[config.mk]
export PLATFORM = sky130hd
export DESIGN_NAME = mth_ctrl
export DESIGN_NICKNAME = d
export VERILOG_FILES = /design/src/sv/mth_pkg.sv /design/src/sv/mth_ctrl.sv
export SDC_FILE = /design/constraint.sdc
export NUM_CORES = 1
export LEC_CHECK = 0
export BUFFER_PORTS_ARGS = -buffer_cell sky130_fd_sc_hd__buf_2
export CORE_MARGIN = 5
export CORE_UTILIZATION = 50
export CTS_CLUSTER_DIAMETER = 40
export CTS_CLUSTER_SIZE = 28
export DETAILED_ROUTE_END_ITERATION = 10
export MAX_ROUTING_LAYER = met4
export PLACE_DENSITY_LB_ADDON = 0.3
export SYNTH_ARGS = -nofsm -noshare
export SYNTH_HDL_FRONTEND = slang
export SYNTH_SLANG_ARGS = --single-unit
[constraint.sdc]
create_clock -name i_clk -period 1.9 [get_ports i_clk]
set_input_delay 0.38 -clock i_clk [delete_from_list [all_inputs] [get_ports i_clk]]
set_output_delay 0.38 -clock i_clk [all_outputs]
set_load 0.02 [all_outputs]
[src/sv/mth_pkg.sv]
// Shared types, constants and SHA-1 round helpers for the Merkle tree hasher.
package mth_pkg;

    localparam int LEAF_BYTES_DEF = 1024;
    localparam int MAX_LEVELS_DEF = 32;
    localparam int HASH_W         = 160;
    localparam int MERGE_BYTES    = 40;
    localparam int LEN_W          = 44;
    localparam int ROUNDS         = 80;

    localparam logic [159:0] SHA_IV =
        160'h67452301_EFCDAB89_98BADCFE_10325476_C3D2E1F0;

    localparam logic [7:0] PREFIX_LEAF = 8'h00;
    localparam logic [7:0] PREFIX_NODE = 8'h01;
    localparam logic [7:0] PAD_MARK    = 8'h80;

    typedef enum logic [4:0] {
        OP_NOP,
        OP_TAKE,
        OP_APP_IN,
        OP_APP_PRE0,
        OP_APP_PRE1,
        OP_APP_SRC,
        OP_APP_PAD,
        OP_CLOAD,
        OP_ROUND,
        OP_CADD,
        OP_HASH_DONE,
        OP_RD,
        OP_LVL_RST,
        OP_LVL_INC,
        OP_SET_SRC,
        OP_WRITE,
        OP_TAKE_ROOT,
        OP_FILE_RST,
        OP_OUT_INC
    } t_op;

    typedef enum logic [3:0] {
        S_IDLE,
        S_BYTE,
        S_MSG,
        S_PAD,
        S_CLOAD,
        S_ROUND,
        S_CADD,
        S_PUSH_RD,
        S_PUSH_CHK,
        S_PUSH_NXT,
        S_FOLD_RD,
        S_FOLD_CHK,
        S_FOLD_NXT,
        S_OUT
    } t_state;

    typedef enum logic [1:0] {
        M_LEAF,
        M_PUSH,
        M_FOLD
    } t_mode;

    typedef struct packed {
        t_op op;
    } t_cmd;

    typedef struct packed {
        logic nb_zero;
        logic eof;
        logic leaf_full;
        logic open;
        logic src_done;
        logic pad_done;
        logic blk_last;
        logic rnd_last;
        logic lvl_valid;
        logic lvl_top;
        logic have;
        logic out_last;
    } t_sts;

    function automatic logic [31:0] sha1_f(input logic [6:0] t, input logic [31:0] b,
                                           input logic [31:0] c, input logic [31:0] d);
        logic [31:0] f;
        if (t < 7'd20) begin
            f = (b & c) | (~b & d);
        end else if (t < 7'd40) begin
            f = b ^ c ^ d;
        end else if (t < 7'd60) begin
            f = (b & c) | (b & d) | (c & d);
        end else begin
            f = b ^ c ^ d;
        end
        return f;
    endfunction

    function automatic logic [31:0] sha1_k(input logic [6:0] t);
        logic [31:0] k;
        if (t < 7'd20) begin
            k = 32'h5A827999;
        end else if (t < 7'd40) begin
            k = 32'h6ED9EBA1;
        end else if (t < 7'd60) begin
            k = 32'h8F1BBCDC;
        end else begin
            k = 32'hCA62C1D6;
        end
        return k;
    endfunction

endpackage

[src/sv/mth_ctrl.sv]
// Controller: sequences byte packing, compression, padding, level pushes, fold and output.
module mth_ctrl (
    input  logic          i_clk,
    input  logic          i_rst_n,
    input  logic          i_in_valid,
    output logic          o_in_ready,
    output logic          o_out_valid,
    input  logic          i_out_ready,
    output mth_pkg::t_cmd o_cmd,
    input  mth_pkg::t_sts i_sts
);

    mth_pkg::t_state r_state, n_state;
    mth_pkg::t_state r_ret, n_ret;
    mth_pkg::t_mode  r_mode, n_mode;

    always_ff @(posedge i_clk) begin
        if (!i_rst_n) begin
            r_state <= mth_pkg::S_IDLE;
            r_ret   <= mth_pkg::S_IDLE;
            r_mode  <= mth_pkg::M_LEAF;
        end else begin
            r_state <= n_state;
            r_ret   <= n_ret;
            r_mode  <= n_mode;
        end
    end

    always_comb begin
        n_state     = r_state;
        n_ret       = r_ret;
        n_mode      = r_mode;
        o_cmd.op    = mth_pkg::OP_NOP;
        o_in_ready  = 1'b0;
        o_out_valid = 1'b0;
        case (r_state)
            mth_pkg::S_IDLE: begin
                o_in_ready = 1'b1;
                if (i_in_valid) begin
                    o_cmd.op = mth_pkg::OP_TAKE;
                    n_state  = mth_pkg::S_BYTE;
                end
            end
            mth_pkg::S_BYTE: begin
                if (i_sts.open && i_sts.leaf_full) begin
                    n_mode  = mth_pkg::M_LEAF;
                    n_state = mth_pkg::S_PAD;
                end else if (i_sts.nb_zero) begin
                    if (!i_sts.eof) begin
                        n_state = mth_pkg::S_IDLE;
                    end else if (i_sts.open) begin
                        n_mode  = mth_pkg::M_LEAF;
                        n_state = mth_pkg::S_PAD;
                    end else begin
                        o_cmd.op = mth_pkg::OP_LVL_RST;
                        n_state  = mth_pkg::S_FOLD_RD;
                    end
                end else if (!i_sts.open) begin
                    o_cmd.op = mth_pkg::OP_APP_PRE0;
                end else begin
                    o_cmd.op = mth_pkg::OP_APP_IN;
                    if (i_sts.blk_last) begin
                        n_ret   = mth_pkg::S_BYTE;
                        n_state = mth_pkg::S_CLOAD;
                    end
                end
            end
            mth_pkg::S_MSG: begin
                if (!i_sts.open) begin
                    o_cmd.op = mth_pkg::OP_APP_PRE1;
                end else if (!i_sts.src_done) begin
                    o_cmd.op = mth_pkg::OP_APP_SRC;
                    if (i_sts.blk_last) begin
                        n_ret   = mth_pkg::S_MSG;
                        n_state = mth_pkg::S_CLOAD;
                    end
                end else begin
                    n_state = mth_pkg::S_PAD;
                end
            end
            mth_pkg::S_PAD: begin
                if (i_sts.pad_done) begin
                    o_cmd.op = mth_pkg::OP_HASH_DONE;
                    case (r_mode)
                        mth_pkg::M_LEAF: n_state = mth_pkg::S_PUSH_RD;
                        mth_pkg::M_PUSH: n_state = mth_pkg::S_PUSH_NXT;
                        default:         n_state = mth_pkg::S_FOLD_NXT;
                    endcase
                end else begin
                    o_cmd.op = mth_pkg::OP_APP_PAD;
                    if (i_sts.blk_last) begin
                        n_ret   = mth_pkg::S_PAD;
                        n_state = mth_pkg::S_CLOAD;
                    end
                end
            end
            mth_pkg::S_CLOAD: begin
                o_cmd.op = mth_pkg::OP_CLOAD;
                n_state  = mth_pkg::S_ROUND;
            end
            mth_pkg::S_ROUND: begin
                o_cmd.op = mth_pkg::OP_ROUND;
                if (i_sts.rnd_last) begin
                    n_state = mth_pkg::S_CADD;
                end
            end
            mth_pkg::S_CADD: begin
                o_cmd.op = mth_pkg::OP_CADD;
                n_state  = r_ret;
            end
            mth_pkg::S_PUSH_RD: begin
                o_cmd.op = (r_mode == mth_pkg::M_LEAF) ? mth_pkg::OP_LVL_RST : mth_pkg::OP_RD;
                if (r_mode == mth_pkg::M_LEAF) begin
                    n_mode = mth_pkg::M_PUSH;
                end else begin
                    n_state = mth_pkg::S_PUSH_CHK;
                end
            end
            mth_pkg::S_PUSH_CHK: begin
                if (i_sts.lvl_valid) begin
                    o_cmd.op = mth_pkg::OP_SET_SRC;
                    n_state  = mth_pkg::S_MSG;
                end else begin
                    o_cmd.op = mth_pkg::OP_WRITE;
                    n_state  = mth_pkg::S_BYTE;
                end
            end
            mth_pkg::S_PUSH_NXT: begin
                if (i_sts.lvl_top) begin
                    o_cmd.op = mth_pkg::OP_WRITE;
                    n_state  = mth_pkg::S_BYTE;
                end else begin
                    o_cmd.op = mth_pkg::OP_LVL_INC;
                    n_state  = mth_pkg::S_PUSH_RD;
                end
            end
            mth_pkg::S_FOLD_RD: begin
                o_cmd.op = mth_pkg::OP_RD;
                n_mode   = mth_pkg::M_FOLD;
                n_state  = mth_pkg::S_FOLD_CHK;
            end
            mth_pkg::S_FOLD_CHK: begin
                n_state = mth_pkg::S_FOLD_NXT;
                if (i_sts.lvl_valid) begin
                    if (i_sts.have) begin
                        o_cmd.op = mth_pkg::OP_SET_SRC;
                        n_state  = mth_pkg::S_MSG;
                    end else begin
                        o_cmd.op = mth_pkg::OP_TAKE_ROOT;
                    end
                end
            end
            mth_pkg::S_FOLD_NXT: begin
                if (i_sts.lvl_top) begin
                    n_state = mth_pkg::S_OUT;
                end else begin
                    o_cmd.op = mth_pkg::OP_LVL_INC;
                    n_state  = mth_pkg::S_FOLD_RD;
                end
            end
            mth_pkg::S_OUT: begin
                o_out_valid = 1'b1;
                if (i_out_ready) begin
                    if (i_sts.out_last) begin
                        o_cmd.op = mth_pkg::OP_FILE_RST;
                        n_mode   = mth_pkg::M_LEAF;
                        n_state  = mth_pkg::S_IDLE;
                    end else begin
                        o_cmd.op = mth_pkg::OP_OUT_INC;
                    end
                end
            end
            default: begin
                n_state = mth_pkg::S_IDLE;
            end
        endcase
    end

`ifndef SYNTHESIS
    a_round_follows_load: assert property (@(posedge i_clk) disable iff (!i_rst_n)
        r_state == mth_pkg::S_CLOAD |=> r_state == mth_pkg::S_ROUND)
        else $error("compression did not start after load");
    a_add_after_rounds: assert property (@(posedge i_clk) disable iff (!i_rst_n)
        (r_state == mth_pkg::S_ROUND && i_sts.rnd_last) |=> r_state == mth_pkg::S_CADD)
        else $error("chaining add missed after last round");
    a_take_goes_byte: assert property (@(posedge i_clk) disable iff (!i_rst_n)
        (i_in_valid && o_in_ready) |=> r_state == mth_pkg::S_BYTE)
        else $error("input transfer not followed by byte packing");
    a_result_last_resets: assert property (@(posedge i_clk) disable iff (!i_rst_n)
        (o_out_valid && i_out_ready && i_sts.out_last) |=> !i_sts.have)
        else $error("file state not cleared after final result");
`endif

endmodule

== Yosys cells after proc, flatten, opt, wreduce, memory -nomap -nowiden ==
Cells that the tools add are included.

* Equal/unequal tests: 33
* Muxes and demuxes: 59
* Reductions and logical operators: 8

{| class="wikitable"
|+ Operator list
! operator !! count
|-
| $mux W4 || 29
|-
| $pmux W5 S14 || 1
|-
| $pmux W4 S14 || 1
|-
| $ne A2 B2 Y1 const B || 15
|-
| $mux W5 || 5
|-
| $eq A4 B4 Y1 const B || 6
|-
| $mux W2 || 10
|-
| $eq A4 B3 Y1 const B || 4
|-
| $mux W3 || 5
|-
| $reduce_and A7 Y1 || 2
|-
| $pmux W4 S3 || 1
|-
| $reduce_and A10 Y1 || 1
|-
| $ne A3 B3 Y1 const B || 3
|-
| $eq A4 B2 Y1 const B || 2
|-
| $pmux W2 S4 || 1
|-
| $pmux W4 S2 || 1
|-
| $mux W1 || 5
|-
| $eq A4 B1 Y1 const B || 1
|-
| $logic_not A4 Y1 || 1
|-
| $ne A4 B4 Y1 const B || 1
|-
| $reduce_bool A4 Y1 || 1
|-
| $reduce_bool A3 Y1 || 1
|-
| $eq A2 B1 Y1 const B || 1
|-
| $logic_not A2 Y1 || 1
|-
| $logic_and A1 B1 Y1 || 1
|}

* Register bits after elaboration: 10
* Output and inout bits: 7
* Word-level logic and storage cells: 103

== Logic depth before layout (Yosys ltp) ==
* Word-level depth: 5
* Mapped depth: 7
* Gate-level depth less buffers: 5

== Least setup slack after synthesis ==
Ideal clock, no wire load.

* Path kind: reg2out
* Start: register r_state[0]
* End: output o_cmd[0] in the netlist's numbering
* Data arrival time: 1544 ps
* Setup slack: -24 ps
* Stages on the path, launching flop included: 5
* Path buffers: 0
* Path through: dfxtp_1 or4b_2 nor3b_1 nor4_1 nand4b_1

{| class="wikitable"
|+ RTL lines
! element !! RTL line !! text
|-
| start: declaration || mth_ctrl.sv:13 || <nowiki>mth_pkg::t_state r_state, n_state;</nowiki>
|-
| start signal: assignment || mth_ctrl.sv:19 || <nowiki>r_state <= mth_pkg::S_IDLE;</nowiki>
|-
| start signal: assignment || mth_ctrl.sv:23 || <nowiki>r_state <= n_state;</nowiki>
|-
| end: declaration || mth_ctrl.sv:9 || <nowiki>output mth_pkg::t_cmd o_cmd,</nowiki>
|}

==> reports/results.txt <==
Routability cong. -> 0.987
Clock latency on the worst-skew pair -> 0.26 ns
Max clock buf depth -> 2
Clock Skew -> 0.00565 ns
Pwr/cell area -> 997 nW/um^2
Largest family of logic cells by synthesized area -> simple AND/OR/NAND/NOR gates
DR DRC count -> 0
Post-synthesis simple-gate area fraction -> 38.3%
Congestion Overflow GR -> 0
Leak pwr -> 0.864 nW
Final net count -> 251
HP Class -> in -> reg
Placed cell count -> 243
RSZ-0062 raised after global routing -> true
Crit path time final -> 2.32 ns
Root buf cell -> clkbuf_4
Hold path cells -> 2
CTS H-tree depth -> 1
Antenna fix cells -> 0
DP HPWL -> 3.31 mm
Ys Warns -> 0
Yosys cell types -> 57
CP Cell Sequence -> buf_4 > buf_4 > or2_4 > nor4_1 > buf_4 > nor4_2 > nand4b_1 > buf_4
Setup Total Neg Slack -> -2.05 ns
Post-Syn Area -> 1160 um^2
Setup-failing EPs final -> 10
Critical hold path startpoint -> i_rst_n
First-pass GRT wire length -> 7.80 mm
Worst setup SP type -> flip-flop
Setup crit end kind -> primary output
Crit-path most repeated cell -> buf_4
Synth Area in Compound Gates -> 35.5%
Reg2reg path depth -> 8
Port Buffers -> 22
Worst-Margin Slew -> 0.588 ns
Worst R2R End -> r_state[1]
Share of layout cells above drive strength 1 -> 53.2%
Ys flop type -> dfxtp_1
FMAX -> 0.432 GHz
Initial Util -> 52.4%
CTS Hold Bufs -> 0
Failing checks -> negative setup slack
Synth Instances -> 164
Net Count, Synth -> 180
Seq/Total Area, Yosys -> 13.8%
Flops & latches, synth -> 8
Worst Slack Setup Final -> -0.417 ns
Drt first pass iters -> 8
Core ar. -> 2210 um^2
Peak supply drop -> 0.801 mV
Crit-path max cell delay -> 0.37 ns
Via count -> 1863
Die ar. -> 3380 um^2
Critical path buffers and inverters -> 4
Largest net degree at the start of global routing -> 12
Slew HR -> 60.5%
Worst r2r src -> r_state[2]
Adder and majority cell fraction of the synthesized area -> 0%
Overall routed net length -> 6.26 mm
Worst setup path class -> reg -> out
CTS tree -> done
Crit-path slowest cell -> dfxtp_4
Final Max Tran Viols -> 0
Clock transition at path regs -> 0.06 ns
Mux cell area share after synthesis -> 2.59%
Final period util -> 122%
Clk sink count -> 8
Drt via density -> 7.14
Worst EP arrival -> 1.94 ns
Reg2reg setup slack -> -0.15 ns
Final hold vios -> 0
Finished Layout Cells -> 261
DR WL/cell -> 24.0 um
CTS Buf Count -> 3
Total GRT Usage -> 30.7%
Routed Antenna Nets -> 0
Layout Area Growth over Synthesis -> 68.6%
Maxcap violations -> 0
Crit Path Max Fanout -> 5
Antenna violations before repair -> 0
Pre-CTS setup slack -> -0.150 ns
Number of global-route vias before repair -> 1656
CP required -> 1.52 ns
Initial DRC count -> 188
Mean Syn Cell Area -> 7.07 um^2
Post-synth ARST share -> 0%
Cell family with most CP delay -> simple AND/OR/NAND/NOR gates
WHS Endpoint -> r_mode[0]
Post-synth EDFFs -> 0
Synth Area in XOR/XNOR -> 0%
Row Count -> 17
Die width -> 58.2 um
Status -> finished, violations left
Die Y -> 58.2 um
I/O Pins -> 23
-- cell usage after synthesis, types with 2 or more instances --
cell,count,area share (%)
nor2_1,12,3.9
inv_1,11,3.6
a21oi_1,10,4.3
nor3_1,10,4.3
nand2_1,9,2.9
dfxtp_1,8,14
o21ai_0,8,3.5
buf_2,7,3.0
nand2b_1,7,3.8
a21o_1,4,2.6
nand3_1,4,1.7
nor3b_1,4,2.6
a211oi_1,3,1.9
a32oi_1,3,2.3
clkbuf_1,3,0.97
mux2i_1,3,2.6
nor4_1,3,1.6
o22ai_1,3,1.6
or2_2,3,1.6
a22o_1,2,1.5
and2_1,2,1.1
and4b_1,2,1.7
buf_6,2,1.9
nand3b_1,2,1.3
nand4_1,2,1.1
o2111ai_1,2,1.5
o21a_1,2,1.3
o32a_1,2,1.7
or3b_2,2,1.5
or4_1,2,1.3
-- what timing repair did --
action,in CTS,in global routing
setup buffers,10,6
setup endpoints to repair,10,11
pin swaps,14,12
gates resized for setup,34,30
-- where the power goes --
group / internal (W) / leakage (nW) / switching (W)
Clock: 0.0000728 / 0.0138 / 0.0000646
Combinational: 0.000747 / 0.782 / 0.000791
Sequential: 0.000208 / 0.0679 / 0.0000653
Total: 0.00103 / 0.864 / 0.000921
-- through the flow --
stage / total power, W / instance area, um^2 / hold slack, ns / util, %
3_5_place_dp: 0.00132 / 1550 / 0.484 / 70.1
5_1_grt: 0.00202 / 1960 / 0.403 / 88.4
2_1_floorplan: 0.000901 / 1160 / 0.454 / -
3_3_place_gp: 0.00131 / 1550 / 0.471 / 70.1
6_report: 0.00195 / 1960 / 0.379 / 88.4
4_1_cts: 0.00163 / 1760 / 0.365 / 79.8
-- routing by layer --
metal / vias to the layer above / GRT usage (%) / share of wire (%)
met5: - / - / 0
met4: 0 / 14.9 / 7.3
met1: 868 / 34.4 / 36
met2: 172 / 52.3 / 46
met3: 56 / 5.57 / 11
li1: 767 / - / -
-- cell families after synthesis --
group | count (synthesis)
multiplexers | 3
AND/OR/NAND/NOR | 74
AO/OA/AOI/OAI | 55
buffers and inverters | 24
flip-flops | 8
-- cells in the final DEF, fill, tap and decap left out, drive strengths merged, types with 4 or more instances in the layout --
master   n
buf     79
nor2    12
inv     11
a21oi   10
nor3    10
nand2    9
o21ai    8
dfxtp    8
nand2b   7
a21o     4
or2      4
nand3    4
nor3b    4
nor4     4
-- state kept, by name, indices dropped and copies added, names as in the netlist --
register  count
r_mode        2
r_ret         2
r_state       4
-- area by class of cell --
type                            count  area (um^2)
Multi-Input combinational cell    132         1090
Clock buffer                        3         22.5
Inverter                           11         41.3
Tap cell                           28         35.0
Timing Repair Buffer               79          587
Sequential cell                     8          175
Fill cell                         109          256
-- worst max path at each step --
stage | start | slack [ns] | endpoint | cells after the start
6_report | r_state[2] | -0.42 | o_cmd[0] | 8
4_1_cts | r_state[2] | -0.20 | o_cmd[1] | 7
3_3_place_gp | r_state[1] | -0.11 | o_cmd[0] | 7
3_5_place_dp | r_state[0] | -0.15 | o_cmd[2] | 5
2_1_floorplan | r_state[1] | 0.02 | o_cmd[1] | 6
5_1_grt | r_state[1] | -0.44 | o_cmd[0] | 5
Power figures use the tool's default switching activity.
